### config.mk
export PLATFORM = sky130hd
export DESIGN_NAME = multichannel_gain_mixer_top
export DESIGN_NICKNAME = d
export VERILOG_FILES = /design/src/rtl/mgm_pkg.sv /design/src/rtl/multichannel_gain_mixer_top.sv /design/src/rtl/mgm_lane.sv /design/src/rtl/mgm_merge.sv
export SDC_FILE = /design/constraint.sdc
export NUM_CORES = 2
export LEC_CHECK = 0
export BUFFER_PORTS_ARGS = -buffer_cell sky130_fd_sc_hd__buf_4
export CAP_MARGIN = 20
export CORE_UTILIZATION = 45
export DETAILED_ROUTE_END_ITERATION = 12
export SLEW_MARGIN = 20
export SYNTH_ARGS = -nofsm -noshare
export SYNTH_HDL_FRONTEND = slang
export SYNTH_SLANG_ARGS = --single-unit
### constraint.sdc
create_clock -name clock -period 21.1 [get_ports clock]
set_input_delay 2.11 -clock clock [delete_from_list [all_inputs] [get_ports clock]]
set_output_delay 2.11 -clock clock [all_outputs]
set_load 0.01 [all_outputs]
### src/rtl/mgm_pkg.sv
// Package for the gain mixer: channel count, default widths, register indexes and lane control.
`default_nettype none
package mgm_pkg;

   // Channel count is fixed by the per-channel sample ports.
   localparam int MGM_NUM_CHANNELS   = 4;
   localparam int MGM_SAMPLE_BITS    = 16;
   localparam int MGM_GAIN_FRAC_BITS = 8;

   // Register file: one gain per channel, then the active mask.
   localparam int MGM_CSR_INDEX_BITS = $clog2(MGM_NUM_CHANNELS + 1);

   localparam logic [MGM_CSR_INDEX_BITS-1:0] MGM_REG_GAIN_0      = 3'd0;
   localparam logic [MGM_CSR_INDEX_BITS-1:0] MGM_REG_GAIN_1      = 3'd1;
   localparam logic [MGM_CSR_INDEX_BITS-1:0] MGM_REG_GAIN_2      = 3'd2;
   localparam logic [MGM_CSR_INDEX_BITS-1:0] MGM_REG_GAIN_3      = 3'd3;
   localparam logic [MGM_CSR_INDEX_BITS-1:0] MGM_REG_ACTIVE_MASK = 3'd4;

   // Control that the top level hands to each lane.
   typedef struct packed {
      logic load;
      logic active;
   } mgm_lane_ctrl_type;

endpackage
`default_nettype wire

### src/rtl/multichannel_gain_mixer_top.sv
// Top level of the four-channel saturating gain mixer.
`default_nettype none
// The mixer accepts one request per clock cycle while req_stall is low and
// delivers one mixed sample for each. The per-channel lanes multiply each
// sample by its Q gain and register the term; the merge stage then adds the
// active terms in channel order with saturation after every addition and
// holds the result in the output register. A request is still taken while a
// result waits, as long as the lane stage is empty. Gains above unity are
// stored as unity; writes to unknown register indexes are dropped. Registers
// should only be written while no request is in flight.
module multichannel_gain_mixer_top
   import mgm_pkg::*;
#(
   parameter int SAMPLE_BITS    = MGM_SAMPLE_BITS,
   parameter int GAIN_FRAC_BITS = MGM_GAIN_FRAC_BITS,
   localparam int CsrDataBits   = (GAIN_FRAC_BITS + 1 > MGM_NUM_CHANNELS) ?
                                  GAIN_FRAC_BITS + 1 : MGM_NUM_CHANNELS
) (
   input  wire logic                          clock,
   input  wire logic                          reset,
   // Request channel
   input  wire logic                          req_valid,
   output      logic                          req_stall,
   input  wire logic signed [SAMPLE_BITS-1:0] req_channel_0_sample,
   input  wire logic signed [SAMPLE_BITS-1:0] req_channel_1_sample,
   input  wire logic signed [SAMPLE_BITS-1:0] req_channel_2_sample,
   input  wire logic signed [SAMPLE_BITS-1:0] req_channel_3_sample,
   input  wire logic                          req_end_of_block,
   // Result channel
   output      logic                          rsp_valid,
   input  wire logic                          rsp_stall,
   output      logic signed [SAMPLE_BITS-1:0] rsp_mixed_sample,
   output      logic                          rsp_block_end,
   // Register write port
   input  wire logic                          csr_write_en,
   input  wire logic [MGM_CSR_INDEX_BITS-1:0] csr_index,
   input  wire logic [CsrDataBits-1:0]        csr_wdata
);

   localparam logic [GAIN_FRAC_BITS:0] GainUnity = {1'b1, {GAIN_FRAC_BITS{1'b0}}};

   logic [GAIN_FRAC_BITS:0]       gain_ff [MGM_NUM_CHANNELS];
   logic [GAIN_FRAC_BITS:0]       gain_wr;
   logic [MGM_NUM_CHANNELS-1:0]   active_mask_ff;

   logic                          s1_valid_ff;
   logic                          s1_valid_in;
   logic                          s1_eob_ff;
   logic                          rsp_valid_ff;
   logic                          rsp_valid_in;
   logic                          rsp_hold;
   logic                          s1_open;
   logic                          req_take;

   logic signed [SAMPLE_BITS-1:0] samples [MGM_NUM_CHANNELS];
   logic signed [SAMPLE_BITS-1:0] terms   [MGM_NUM_CHANNELS];
   mgm_lane_ctrl_type             lane_ctrl [MGM_NUM_CHANNELS];

   // Gain write value, capped at unity.
   assign gain_wr = (csr_wdata[GAIN_FRAC_BITS:0] > GainUnity) ?
                    GainUnity : csr_wdata[GAIN_FRAC_BITS:0];

   // Configuration registers.
   always_ff @(posedge clock) begin
      if (reset) begin
         for (int i = 0; i < MGM_NUM_CHANNELS; i++) begin
            gain_ff[i] <= GainUnity;
         end
         active_mask_ff <= '0;
      end else if (csr_write_en) begin
         case (csr_index)
            MGM_REG_GAIN_0:      gain_ff[0] <= gain_wr;
            MGM_REG_GAIN_1:      gain_ff[1] <= gain_wr;
            MGM_REG_GAIN_2:      gain_ff[2] <= gain_wr;
            MGM_REG_GAIN_3:      gain_ff[3] <= gain_wr;
            MGM_REG_ACTIVE_MASK: active_mask_ff <= csr_wdata[MGM_NUM_CHANNELS-1:0];
            default: ;
         endcase
      end
   end

   // Pipeline flow: the output register holds while stalled, and the lane
   // stage may load whenever it is empty or its contents move on.
   always_comb begin
      rsp_hold     = rsp_valid_ff && rsp_stall;
      s1_open      = !s1_valid_ff || !rsp_hold;
      req_take     = req_valid && s1_open;
      s1_valid_in  = s1_open ? req_valid : s1_valid_ff;
      rsp_valid_in = rsp_hold ? 1'b1 : s1_valid_ff;
   end

   always_ff @(posedge clock) begin
      if (reset) begin
         s1_valid_ff  <= 1'b0;
         rsp_valid_ff <= 1'b0;
      end else begin
         s1_valid_ff  <= s1_valid_in;
         rsp_valid_ff <= rsp_valid_in;
      end
   end

   // End-of-block flag travels beside the lane terms.
   always_ff @(posedge clock) begin
      if (req_take) begin
         s1_eob_ff <= req_end_of_block;
      end
   end

   assign samples[0] = req_channel_0_sample;
   assign samples[1] = req_channel_1_sample;
   assign samples[2] = req_channel_2_sample;
   assign samples[3] = req_channel_3_sample;

   // One lane per channel.
   for (genvar g = 0; g < MGM_NUM_CHANNELS; g++) begin : g_lane
      assign lane_ctrl[g].load   = req_take;
      assign lane_ctrl[g].active = active_mask_ff[g];

      mgm_lane #(
         .SAMPLE_BITS    (SAMPLE_BITS),
         .GAIN_FRAC_BITS (GAIN_FRAC_BITS)
      ) u_lane (
         .clock  (clock),
         .ctrl   (lane_ctrl[g]),
         .sample (samples[g]),
         .gain   (gain_ff[g]),
         .term   (terms[g])
      );
   end

   // Saturating merge and output register.
   mgm_merge #(
      .SAMPLE_BITS (SAMPLE_BITS)
   ) u_merge (
      .clock        (clock),
      .load         (!rsp_hold),
      .terms        (terms),
      .end_of_block (s1_eob_ff),
      .mixed_sample (rsp_mixed_sample),
      .block_end    (rsp_block_end)
   );

   assign req_stall = s1_valid_ff && rsp_hold;
   assign rsp_valid = rsp_valid_ff;

   // A request is only held off while the lane stage is occupied.
   assert property (@(posedge clock) disable iff (reset)
      req_stall |-> s1_valid_ff)
      else $error("request stalled with an empty lane stage");

   // A new result only appears when the lane stage held a request.
   assert property (@(posedge clock) disable iff (reset)
      $rose(rsp_valid) |-> $past(s1_valid_ff))
      else $error("result appeared without a request in the lanes");

   // All-zero lane terms always mix to zero.
   assert property (@(posedge clock) disable iff (reset)
      (s1_valid_ff && !rsp_hold && terms[0] == '0 && terms[1] == '0 &&
       terms[2] == '0 && terms[3] == '0) |=> (rsp_mixed_sample == '0))
      else $error("zero terms produced a nonzero mix");

endmodule
`default_nettype wire

### src/rtl/mgm_lane.sv
// One mixer lane: scales a channel sample by its gain (zero when inactive) and registers the term.
`default_nettype none
module mgm_lane
   import mgm_pkg::*;
#(
   parameter int SAMPLE_BITS    = MGM_SAMPLE_BITS,
   parameter int GAIN_FRAC_BITS = MGM_GAIN_FRAC_BITS
) (
   input  wire logic                             clock,
   input  wire mgm_lane_ctrl_type                ctrl,
   input  wire logic signed [SAMPLE_BITS-1:0]    sample,
   input  wire logic        [GAIN_FRAC_BITS:0]   gain,
   output      logic signed [SAMPLE_BITS-1:0]    term
);

   localparam int ProdBits = SAMPLE_BITS + GAIN_FRAC_BITS + 2;

   logic signed [ProdBits-1:0]    product;
   logic signed [ProdBits-1:0]    shifted;
   logic signed [SAMPLE_BITS-1:0] term_in;
   logic signed [SAMPLE_BITS-1:0] term_ff;

   // Signed product; the arithmetic shift floors. With gain at most unity
   // the shifted value always fits the sample width.
   always_comb begin
      product = ProdBits'(sample) * $signed({1'b0, gain});
      shifted = product >>> GAIN_FRAC_BITS;
      term_in = ctrl.active ? shifted[SAMPLE_BITS-1:0] : '0;
   end

   // Term register feeding the merge stage.
   always_ff @(posedge clock) begin
      if (ctrl.load) begin
         term_ff <= term_in;
      end
   end

   assign term = term_ff;

endmodule
`default_nettype wire

### src/rtl/mgm_merge.sv
// Merge stage: saturating sum of the lane terms in channel order, registered output.
`default_nettype none
module mgm_merge
   import mgm_pkg::*;
#(
   parameter int SAMPLE_BITS = MGM_SAMPLE_BITS
) (
   input  wire logic                          clock,
   input  wire logic                          load,
   input  wire logic signed [SAMPLE_BITS-1:0] terms [MGM_NUM_CHANNELS],
   input  wire logic                          end_of_block,
   output      logic signed [SAMPLE_BITS-1:0] mixed_sample,
   output      logic                          block_end
);

   logic signed [SAMPLE_BITS-1:0] mixed_in;
   logic signed [SAMPLE_BITS-1:0] mixed_ff;
   logic                          block_end_ff;

   // Inactive lanes carry zero, which leaves the running sum unchanged.
   // Starting from zero also reproduces the unclamped first term, since
   // every term already lies inside the sample range.
   always_comb begin
      logic signed [SAMPLE_BITS-1:0] acc;
      logic signed [SAMPLE_BITS:0]   sum;
      acc = '0;
      for (int i = 0; i < MGM_NUM_CHANNELS; i++) begin
         sum = {acc[SAMPLE_BITS-1], acc} + {terms[i][SAMPLE_BITS-1], terms[i]};
         if (sum[SAMPLE_BITS] != sum[SAMPLE_BITS-1]) begin
            // Overflow: clamp toward the sign of the true sum.
            acc = sum[SAMPLE_BITS] ? {1'b1, {(SAMPLE_BITS-1){1'b0}}}
                                   : {1'b0, {(SAMPLE_BITS-1){1'b1}}};
         end else begin
            acc = sum[SAMPLE_BITS-1:0];
         end
      end
      mixed_in = acc;
   end

   // Output register; it holds while the result waits.
   always_ff @(posedge clock) begin
      if (load) begin
         mixed_ff     <= mixed_in;
         block_end_ff <= end_of_block;
      end
   end

   assign mixed_sample = mixed_ff;
   assign block_end    = block_end_ff;

endmodule
`default_nettype wire
## Yosys cells after proc, flatten, opt, wreduce, memory -nomap -nowiden

Memory sizes are Yosys's and may differ from the RTL's.
Index checks and enable logic that the tools add are counted.

- Register bits after elaboration: 88
- Bits in writable memories: 36
- Output and inout port bits: 19
- Logic and storage cells: 68
- Memories: 1

Memories:

| name | depth | bits a word | read ports | clocked after memory_dff | wr ports | line | RTL |
|---|---|---|---|---|---|---|---|
| gain_ff | 4 | 9 | 4 | 0 | 4 | multichannel_gain_mixer_top.sv:42 | `logic [GAIN_FRAC_BITS:0] gain_ff [MGM_NUM_CHANNELS];` |

- Add/sub/neg operators: 3
- $mul: 4
- Order comparisons: 1
- Equal/unequal tests: 7
- Muxes and demuxes: 30
- Bitwise logic cells: 4
- Reduce and logical (&&, ||, !) cells: 8

Operators by type and width:

| kind | number |
|---|---|
| multiplier 16 x 10 -> 24 bit | 4 |
| 2-to-1 mux 16 bit | 6 |
| adder 16 x 16 -> 17 bit | 3 |
| 2-to-1 mux 9 bit | 5 |
| 2-to-1 mux 1 bit | 19 |
| > comparator 9 bit (second input constant) | 1 |
| == test 3 x 2 -> 1 bit (second input constant) | 2 |
| bitwise OR 1 bit | 4 |
| == test 3 x 1 -> 1 bit (second input constant) | 1 |
| == test 3 bit (second input constant) | 1 |
| logical AND 1 bit | 3 |
| zero test 3 bit | 1 |
| inequality test 1 bit | 3 |
| zero test 1 bit | 2 |
| AND reduction 2 bit | 1 |
| logical OR 1 bit | 1 |

## Depth between registers and ports, before layout

- Depth after elaboration: 9
- Gate-level depth with buffers: 33
- Depth with buffers taken out: 30

## Cells and area by module

A second synthesis with hierarchy kept.

- Cell total of the unflattened synthesis: 2987
- Area total of the unflattened synthesis: 27367.5 sq um

By module, submodules not included:

| module | times used | cells an instance | area an instance (sq um) | sequential area each (sq um) |
|---|---|---|---|---|
| mgm_lane at g_lane[1].u_lane ... | 2 | 581 | 5395.2 | 480.5 |
| mgm_lane at g_lane[0].u_lane | 1 | 590 | 5439.0 | 480.5 |
| mgm_lane at g_lane[3].u_lane | 1 | 586 | 5395.2 | 480.5 |
| mgm_merge | 1 | 522 | 3978.8 | 510.5 |
| multichannel_gain_mixer_top | 1 | 127 | 1764.2 | 1231.2 |

## Least setup slack after synthesis

No wires, ideal clock.

- Path type: input to register
- From: in req_channel_2_sample[14]
- To: reg g_lane[2].u_lane.term_ff[14] (data pin)
- Arrival: 6769 ps
- Setup slack: 14076 ps
- Stages on the path: 18
- Buffers on the path: 0
- Cells stage by stage: nand2_1 -> fa_1 -> inv_1 -> fa_1 -> inv_1 -> fa_1 -> inv_1 -> fa_1 -> fa_1 -> ha_1 -> a41o_1 -> a221oi_1 -> o31ai_1 -> or3_1 -> o211ai_2 -> nand2b_1 -> a211o_1 -> and3_1

- Word-level cells in the longest chain between the ends: 1

RTL lines:

| element | line | RTL |
|---|---|---|
| start, declared | multichannel_gain_mixer_top.sv:26 | `input wire logic signed [SAMPLE_BITS-1:0] req_channel_2_sample,` |
| multiplier 16 x 10 -> 24 bit | mgm_lane.sv:26 | `product = ProdBits'(sample) * $signed({1'b0, gain});` |
| end signal, assigned | mgm_lane.sv:34 | `term_ff <= term_in;` |
| end, declared | mgm_lane.sv:21 | `logic signed [SAMPLE_BITS-1:0] term_ff;` |

No other way between the ends.
A chain may end at the register's enable or synchronous reset.

## Final worst setup path

- From: reg g_lane[0].u_lane.term_ff[1]
- To: reg u_merge.mixed_ff[14] (netlist: u_merge.mixed_sample[14]) (data pin)

- Word-level cells in the longest chain between the ends: 9
- Elaborated cells on any way between the ends: 12
- Those cells by class: add/sub (3); eq/ne (3); mux (6)

RTL lines:

| element | line | RTL |
|---|---|---|
| start, declared | mgm_lane.sv:21 |  |
| start signal, assigned | mgm_lane.sv:34 |  |
| adder 16 x 16 -> 17 bit * | mgm_merge.sv:28 | `sum = {acc[SAMPLE_BITS-1], acc} + {terms[i][SAMPLE_BITS-1], terms[i]};` |
| 2-to-1 mux 16 bit / inequality test 1 bit (equally long branches) | mgm_merge.sv:31, mgm_merge.sv:29 |  |
| 2-to-1 mux 16 bit * | mgm_merge.sv:29 | `if (sum[SAMPLE_BITS] != sum[SAMPLE_BITS-1]) begin` |
| adder 16 x 16 -> 17 bit * | mgm_merge.sv:28 |  |
| 2-to-1 mux 16 bit / inequality test 1 bit (equally long branches) | mgm_merge.sv:31, mgm_merge.sv:29 |  |
| 2-to-1 mux 16 bit * | mgm_merge.sv:29 |  |
| adder 16 x 16 -> 17 bit * | mgm_merge.sv:28 |  |
| 2-to-1 mux 16 bit / inequality test 1 bit (equally long branches) | mgm_merge.sv:31, mgm_merge.sv:29 |  |
| 2-to-1 mux 16 bit * | mgm_merge.sv:29 |  |
| net u_merge.mixed_in[14] | mgm_merge.sv:16 | `logic signed [SAMPLE_BITS-1:0] mixed_in;` |
| end signal, assigned | mgm_merge.sv:43 | `mixed_ff <= mixed_in;` |
| end, declared | mgm_merge.sv:17 | `logic signed [SAMPLE_BITS-1:0] mixed_ff;` |

The timed path passes the listed nets; every way through them passes the cells marked *.

==> flow_summary.yaml <==
status:
  outcome: "finished clean"
cells_and_area:
  final_cell_mix: "inv_1, fa_1, and2_1"
  fillCellCount: 5261
  drive_gt1_share_pct: 6.48
  layout_commonest_cell: "inv_1"
  final_util_pct: 49.5
  multi_input_area_mm2: 0.0201
  fin_nets: 3554
  seq_area_mm2: 0.00366
  fin_area_mm2: 0.0281
  syn_to_final_growth_pct: 8.06
floorplanning:
  row_count: 87
  initial_utilization_pct: 45.8
  die_w_um: 242
  io_pins: 101
  core_region_area_mm2: 0.0567
  die-area_mm2: 0.0587
  die_height_um: 242
routing:
  num_vias: 18400
  avgViaCountPerCell: 5.20
  drt-total-wl_mm: 59.7
  drc: 0
  first_iter_violations: 950
  ant_nets: 0
  firstDrtPassIters: 5
  wire_per_inst_um: 16.9
sta:
  setup_ws_ns: 13.35
  finalMaxSlewViolations: 0
  skew_ns: 0.00794
  fin_setup_tns_ns: 0
  slew_headroom_pct: 42.3
  setup_violations: 0
  fin_crit_sh_pct: 36.7
  tightest_slew_ns: 0.865
  period_minus_slack_ns: 7.75
  fmax_mhz: 129
  rsz0062_at_grt: "false"
  hold_viol_final: 0
setup_path:
  endpoint_kind: "register"
  start_kind: "register"
  crit_arrival_ns: 7.88
  worst-setup-path-type: "register to register"
  slowest_stage: "a41oi_2"
  cp-startpoint: "g_lane[0].u_lane.term[1]$_SDFFCE_PN0P_"
  critPathMaxFanout: 15
  r2r-start: "g_lane[0].u_lane.term[1]$_SDFFCE_PN0P_"
  crit_top_cell: "ha_1"
  max_stage_delay_ns: 0.60
  worst_ep_required_time_ns: 21.23
  ff2ff_setup_slack_ns: 13.35
grt:
  grt_max_degree: 66
  antenna_found_initial: 5
  grtUsageTotal_pct: 21.4
  overflow: 0
  grt_pass1_wl_mm: 101
  first_global_vias: 19900
synthesis:
  syn_avg_cell_area_um2: 9.62
  synth_nets: 3488
  synth_seq_area_share_pct: 14.1
  syn-cell-area_mm2: 0.0260
  synth_cell_types: 87
  ys_ff_latch: 124
  ys_warn_count: 0
  synth_edf_count: 118
  synth_cells: 2698
  synthFlopType: "edfxtp_1"
  synthArstFlopShare_pct: 0
min_path:
  min-delay-start: "s1_eob_ff$_DFFE_PP_"
  hold_class: "register to register"
placement:
  post_dp_cell_area_mm2: 0.0274
  gp_congestion: 0.881
  portBuffers: 100
  dp_slack_ns: 13.50
  hpwlAfterDp_mm: 48.6
cts:
  cts_hold_buffers: 0
  clockBufferDepth: 2
  cts_resized: 0
  root_buffer: "clkbuf_16"
  h-tree-depth: 4
  cts_setup_buffers: 0
  cts_tree: "done"
  clk_pin_slew_worst_paths_ns: 0.06
  clkLatencyLatePin_ns: 0.43
  clkSinkCount: 124
  cts_buffers: 17
pwr:
  p_leak_nw: 13.7
  peakVddDrop_v: 0.0000891
  total_power_w: 0.00377
  p_per_area_mw_per_mm2: 134
run:
  drv_cap: 0
[Yosys cell counts, drive strengths merged, types with 12 or more instances]
cell	instances	area, um^2
nand2	233	875
xor2	36	315
nand3	22	110
a21oi	84	428
nor2b	16	100
maj3	19	204
nand4	13	81.3
xnor2	80	708
o21ai	47	243
nor2	104	393
nor3	27	135
a21o	33	248
inv	529	1990
nand2b	16	100
o21a	12	90.1
ha	249	3120
fa	459	9190
edfxtp	118	3540
clkbuf	48	180
and2	398	2490
[worst paths after layout]
check / end / cells after the start
min reg2reg: u_merge.block_end$_DFFE_PN_ / 0
max reg2reg: u_merge.mixed_sample[14]$_DFFE_PN_ / 28
max: u_merge.mixed_sample[14]$_DFFE_PN_ / 28
min: u_merge.block_end$_DFFE_PN_ / 0
[where the power goes]
part	leakage, nW	internal, W	switching [W]
clock	0.298	0.000189	0.000117
combinational	12.1	0.00137	0.00172
sequential	1.24	0.000339	0.0000389
[routing by layer]
| layer | vias to the layer above | global-route usage (%) | wire length, um |
|---|---|---|---|
| met4 | 8 | 4.77 | 1230 |
| met1 | 9320 | 27.2 | 25600 |
| met3 | 82 | 2.86 | 2300 |
| li1 | 8602 | - | - |
| met2 | 349 | 38.5 | 30400 |
| met5 | - | 0 | 51 |
[per-stage QoR]
step	instances	hold WS [ns]
floorplan	2698	0.400
global placement	3501	0.423
detailed placement	3501	0.426
CTS	3533	0.434
global route	3533	0.459
finish	3534	0.428
[cells by family (layout without fill, tap and decap cells)]
family,count (synthesis),after routing,synth area share (%)
multiplexers,6,6,0.231
AND/OR/NAND/NOR,882,882,18.0
XOR/XNOR,116,116,3.94
other,0,1,0
flip-flops,124,124,14.1
AO/OA/AOI/OAI,260,260,7.01
adder cells (fa/ha/maj),727,727,48.2
buffers and inverters,583,662,8.55
[final cells by class]
cell class              count  area share (%)
inverters                 529            7.08
repair buffers            101            2.70
clock inverters            14           0.655
well taps                 756            3.37
clock buffers              18            1.53
multi-input cells        1991            71.6
flip-flops and latches    124            13.1
diodes                      1         0.00892
[state kept, by name, summed over array words and instances (netlist names)]
register and flops:
u_merge.block_end 1, u_merge.mixed_sample 16, rsp_valid 1, active_mask_ff 4, s1_valid_ff 1, s1_eob_ff 1
gain_ff 36, g_lane.u_lane.term 64
[worst max-delay path: cells and delay by family, from the launching register on]
family,cells,cell delay (ns)
compound gates,18,4.01
xor+xnor,1,0.59
fa+ha+maj,5,1.67
flops,1,0.42
simple gates,4,0.75
Note: power is estimated with default switching activity, not from simulation.
